## src/hw/rtl/rbb_pkg.sv

```systemverilog
// Shared constants, codes and controller/datapath interface types of the box blur.
package rbb_pkg;

	localparam int MAX_WIDTH  = 2048;
	localparam int MAX_HEIGHT = 2048;
	localparam int MAX_KERNEL = 15;

	localparam int DIM_W    = 12;
	localparam int COL_W    = $clog2(MAX_WIDTH);
	localparam int KW       = 4;
	localparam int RMOD_W   = $clog2(MAX_KERNEL);
	localparam int RM_W     = $clog2(3 * MAX_KERNEL);
	localparam int RAM_DEPTH = MAX_KERNEL * MAX_WIDTH;
	localparam int ADDR_W   = $clog2(RAM_DEPTH);
	localparam int PIX_W    = 24;
	localparam int SUM_W    = $clog2(MAX_KERNEL * MAX_KERNEL * 255 + 1);
	localparam int DEN_W    = $clog2(MAX_KERNEL * MAX_KERNEL);
	localparam int LAG_W    = $clog2(((MAX_KERNEL - 1) / 2) * MAX_WIDTH + MAX_KERNEL);
	localparam int DCNT_W   = $clog2(SUM_W);
	localparam int CIDX_W   = 2;

	localparam logic [CIDX_W-1:0] CFG_KERNEL = 2'd0;
	localparam logic [CIDX_W-1:0] CFG_WIDTH  = 2'd1;
	localparam logic [CIDX_W-1:0] CFG_HEIGHT = 2'd2;

	localparam logic OP_PIXEL = 1'b0;
	localparam logic OP_FLUSH = 1'b1;

	typedef struct packed {
		logic accept;
		logic sum_issue;
		logic ctr_issue;
		logic ctr_latch;
		logic div_step;
		logic out_load;
	} ctrl_cmd_t;

	typedef struct packed {
		logic emit;
		logic interior_now;
		logic interior_q;
		logic sum_last;
		logic div_last;
		logic out_free;
	} dp_status_t;

endpackage

```

## src/hw/rtl/rbb_ctrl.sv

```systemverilog
// Controller state machine that sequences each request through the datapath.
module rbb_ctrl (
	input  logic               clk,
	input  logic               arst_n,
	input  logic               in_valid,
	output logic               in_stall,
	input  rbb_pkg::dp_status_t status,
	output rbb_pkg::ctrl_cmd_t  cmd
);
	import rbb_pkg::*;

	typedef enum logic [2:0] {
		ST_IDLE,
		ST_SUM,
		ST_CTR,
		ST_CWAIT,
		ST_DIV,
		ST_FIN
	} state_t;

	state_t state_q;

	always_ff @(posedge clk or negedge arst_n) begin
		if (!arst_n) begin
			state_q <= ST_IDLE;
		end else begin
			unique case (state_q)
				ST_IDLE: begin
					if (in_valid && status.emit) begin
						state_q <= status.interior_now ? ST_SUM : ST_CTR;
					end
				end
				ST_SUM: begin
					if (status.sum_last) state_q <= ST_CTR;
				end
				ST_CTR:   state_q <= ST_CWAIT;
				ST_CWAIT: state_q <= status.interior_q ? ST_DIV : ST_FIN;
				ST_DIV: begin
					if (status.div_last) state_q <= ST_FIN;
				end
				ST_FIN: begin
					if (status.out_free) state_q <= ST_IDLE;
				end
				default: state_q <= ST_IDLE;
			endcase
		end
	end

	assign in_stall      = (state_q != ST_IDLE);
	assign cmd.accept    = (state_q == ST_IDLE) && in_valid;
	assign cmd.sum_issue = (state_q == ST_SUM);
	assign cmd.ctr_issue = (state_q == ST_CTR);
	assign cmd.ctr_latch = (state_q == ST_CWAIT);
	assign cmd.div_step  = (state_q == ST_DIV);
	assign cmd.out_load  = (state_q == ST_FIN) && status.out_free;
endmodule

```

## config.mk

```make
export PLATFORM = sky130hd
export DESIGN_NAME = rbb_ctrl
export DESIGN_NICKNAME = d
export VERILOG_FILES = /design/src/hw/rtl/rbb_pkg.sv /design/src/hw/rtl/rbb_ctrl.sv
export SDC_FILE = /design/constraint.sdc
export NUM_CORES = 1
export LEC_CHECK = 0
export BUFFER_PORTS_ARGS = -buffer_cell sky130_fd_sc_hd__buf_2
export CORE_AREA = 2 2 39 41
export CTS_BUF_LIST = sky130_fd_sc_hd__clkbuf_4 sky130_fd_sc_hd__clkbuf_8
export DETAILED_ROUTE_END_ITERATION = 8
export DIE_AREA = 0 0 41 43
export SYNTH_ARGS = -nofsm -noshare
export SYNTH_HDL_FRONTEND = slang
export SYNTH_SLANG_ARGS = --single-unit
```

## constraint.sdc

```tcl
create_clock -name clk -period 1.48 [get_ports clk]
set_input_delay 0.074 -clock clk [delete_from_list [all_inputs] [get_ports clk]]
set_output_delay 0.074 -clock clk [all_outputs]
set_load 0.05 [all_outputs]
```

==> metrics <==
syn_area_per_cell 8.53 um2; CP max stage delay 0.44 ns; syn nets 36; Synth-to-Final Area Change 72.3%; vias per inst 4.22; number of hold violations in the final report 0; Max Cap Viol 0; crit path DAT 1.35 ns; port bufs 15; drt wl/cell 10.2 um; WL final 641 um; synth unique cells 17; Reg2Reg Setup Slack 0.27 ns; FMAX 702 MHz; Post-route DRC 0; pin count of the biggest net entering global routing 10; power density over cell area 2510 nW/um2; Vert. Die Dim 43 um; number of buffers created by CTS 3; CTS tree built; full die area 1760 um2; Crit. End Element output pin; CTS Root Cell clkbuf_4; gate count of the mapped netlist 27; Slew Limit Headroom 0.819; FF-to-FF Start state_q[2]; CTS H-Tree Depth 1; Final GP Congestion 0.722; P_leak 0.198 nW; worst skew pair latency 0.24 ns; post-route ant nets 0; Hold Crit Endpoint state_q[1]; Seq/Total Area, Yosys 0.326; fin nets 57; crit path buf inv count 1; WP data required 1.41 ns; fin cells 63; most common cell after layout, fill and taps aside buf_2; GRT Total Usage 0.0884; drt initial violations 4; chip width 41 um; Worst Reg-to-Reg Cells 3; Final Critical Period 1.42 ns; number of fill cells in the layout 152; first-pass GRT wire length 945 um; Hold Path Cell Cnt 3; Ports 16; Top Registers state_q x3; Hold Crit Class input pin to register; Critical-path top delay cell dfrtp_2; period utilization 0.962; Max Buffers Root-to-Sink 2; beginning of the worst hold path status[2]; VDD IR-drop max 0.813 mV; Setup Viol. Count Final 0; clk sink count 3; via count 266; fin util 0.287; clk slew on worst S/H paths 0.04 ns; Antenna Cells 0; status complete, no violations; Setup TNS 0 ns; GRT overflow 0; DP Cell Count 58; HPWL Detailed 501 um; Slew @ Worst Pin 0.271 ns; r2r endpoint state_q[0]; max FFs per register 3; RSZ-0062 raised after global routing false; most frequent cells in the layout buf_2 (12), clkbuf_4 (6), nand2b_1 (3), nor2_1 (3), nor2b_1 (3); number of global-route vias before repair 250; share of cells above drive strength 1 0.553; clk_skew 0.00180 ns; initial antenna violation count 0; crit path cell chain or3_1 -> nor2_2 -> buf_6; Initial Util 0.166; row cnt 14; Synth Warn # 0; crit path kind register to output pin; Slew Viols, Final 0; Mapped Area 230 um2; worst-path maximum fanout 8; CP delay by family, top simple AND/OR/NAND/NOR gates; DRT Pass-1 Iters 3; Synth Register Bits 3; largest register by flop count state_q; Core Area 1380 um2; startpoint types register
## logic make-up (layout without fill, tap and decap cells)
kind of cell | after synthesis | count (layout) | synth area share
AOI/OAI and AO/OA | 5 | 5 | 0.201
buffers and inverters | 2 | 22 | 0.0380
DFF | 3 | 3 | 0.326
and+or+nand+nor | 17 | 17 | 0.435
## power by group
| part | internal, W | switching [W] | total (W) |
|---|---|---|---|
| Sequential | 0.000127 | 0.0000684 | 0.000195 |
| Combinational | 0.000228 | 0.000404 | 0.000632 |
| Clock | 0.000120 | 0.0000488 | 0.000169 |
| Total | 0.000474 | 0.000521 | 0.000996 |
## cells in the mapped netlist
master	instances	area share
a221oi_1	1	0.038
nor2b_1	4	0.11
nand3b_1	1	0.033
nand2b_1	3	0.082
a31oi_1	1	0.027
dfrtp_1	3	0.33
nand2_1	1	0.016
a211o_1	1	0.038
inv_1	1	0.016
a2111oi_2	1	0.065
nor3b_1	1	0.033
or3_1	1	0.027
and4b_1	1	0.043
and2_1	1	0.027
a21o_1	1	0.033
nor2_1	4	0.065
buf_2	1	0.022
## per-stage QoR
step                      setup WS [ns]  hold WS (ns)  power, W  cell area (um2)
after floorplan                  -0.207        -0.222  0.000643              238
after global placement            0.223        -0.128  0.000780              335
after detailed placement          0.208        -0.131  0.000780              335
after CTS                        0.0110         0.116  0.000969              380
after global routing            0.00516         0.135   0.00106              397
final                            0.0556         0.121  0.000996              397
## worst min-delay path: stages
cell      delay, ns
buf_2          0.11
nand2b_1       0.06
a221oi_1       0.07
## routing by layer
| layer | vias to the layer above | track usage | wire (um) |
|---|---|---|---|
| met5 | - | 0 | 0 |
| met4 | 0 | 0.100 | 21 |
| met3 | 2 | 0.0314 | 50 |
| met2 | 13 | 0.106 | 270 |
| met1 | 117 | 0.106 | 299 |
| li1 | 134 | - | - |
## worst max-delay path by stage
stage                        end  slack (ns)       start  depth (start not counted)
final                     cmd[5]        0.06  state_q[1]                          3
after global routing      cmd[5]       0.005  state_q[1]                          3
after CTS                 cmd[3]        0.01  state_q[1]                          3
after detailed placement  cmd[2]        0.21  state_q[1]                          3
after global placement    cmd[5]        0.22  state_q[1]                          3
after floorplan           cmd[5]       -0.21  state_q[0]                          3
## final cells by class
class | instances | area [um2] | share of cell area
inverters | 1 | 3.75 | 0.00946
flip-flops and latches | 3 | 77.6 | 0.196
well taps | 16 | 20.0 | 0.0505
multi-input cells | 22 | 161 | 0.407
repair buffers | 17 | 104 | 0.262
clock buffers | 4 | 30.0 | 0.0757
## repair_timing
action | 4_1_cts | 5_1_grt
pin swaps | 0 | 0
setup buffers | 0 | 0
resized for setup | 2 | 6
endpoints found under the setup margin | 3 | 3
hold buffers | 1 | 0
endpoints found under the hold margin | 3 | 0
(Power assumes the default switching activity.)
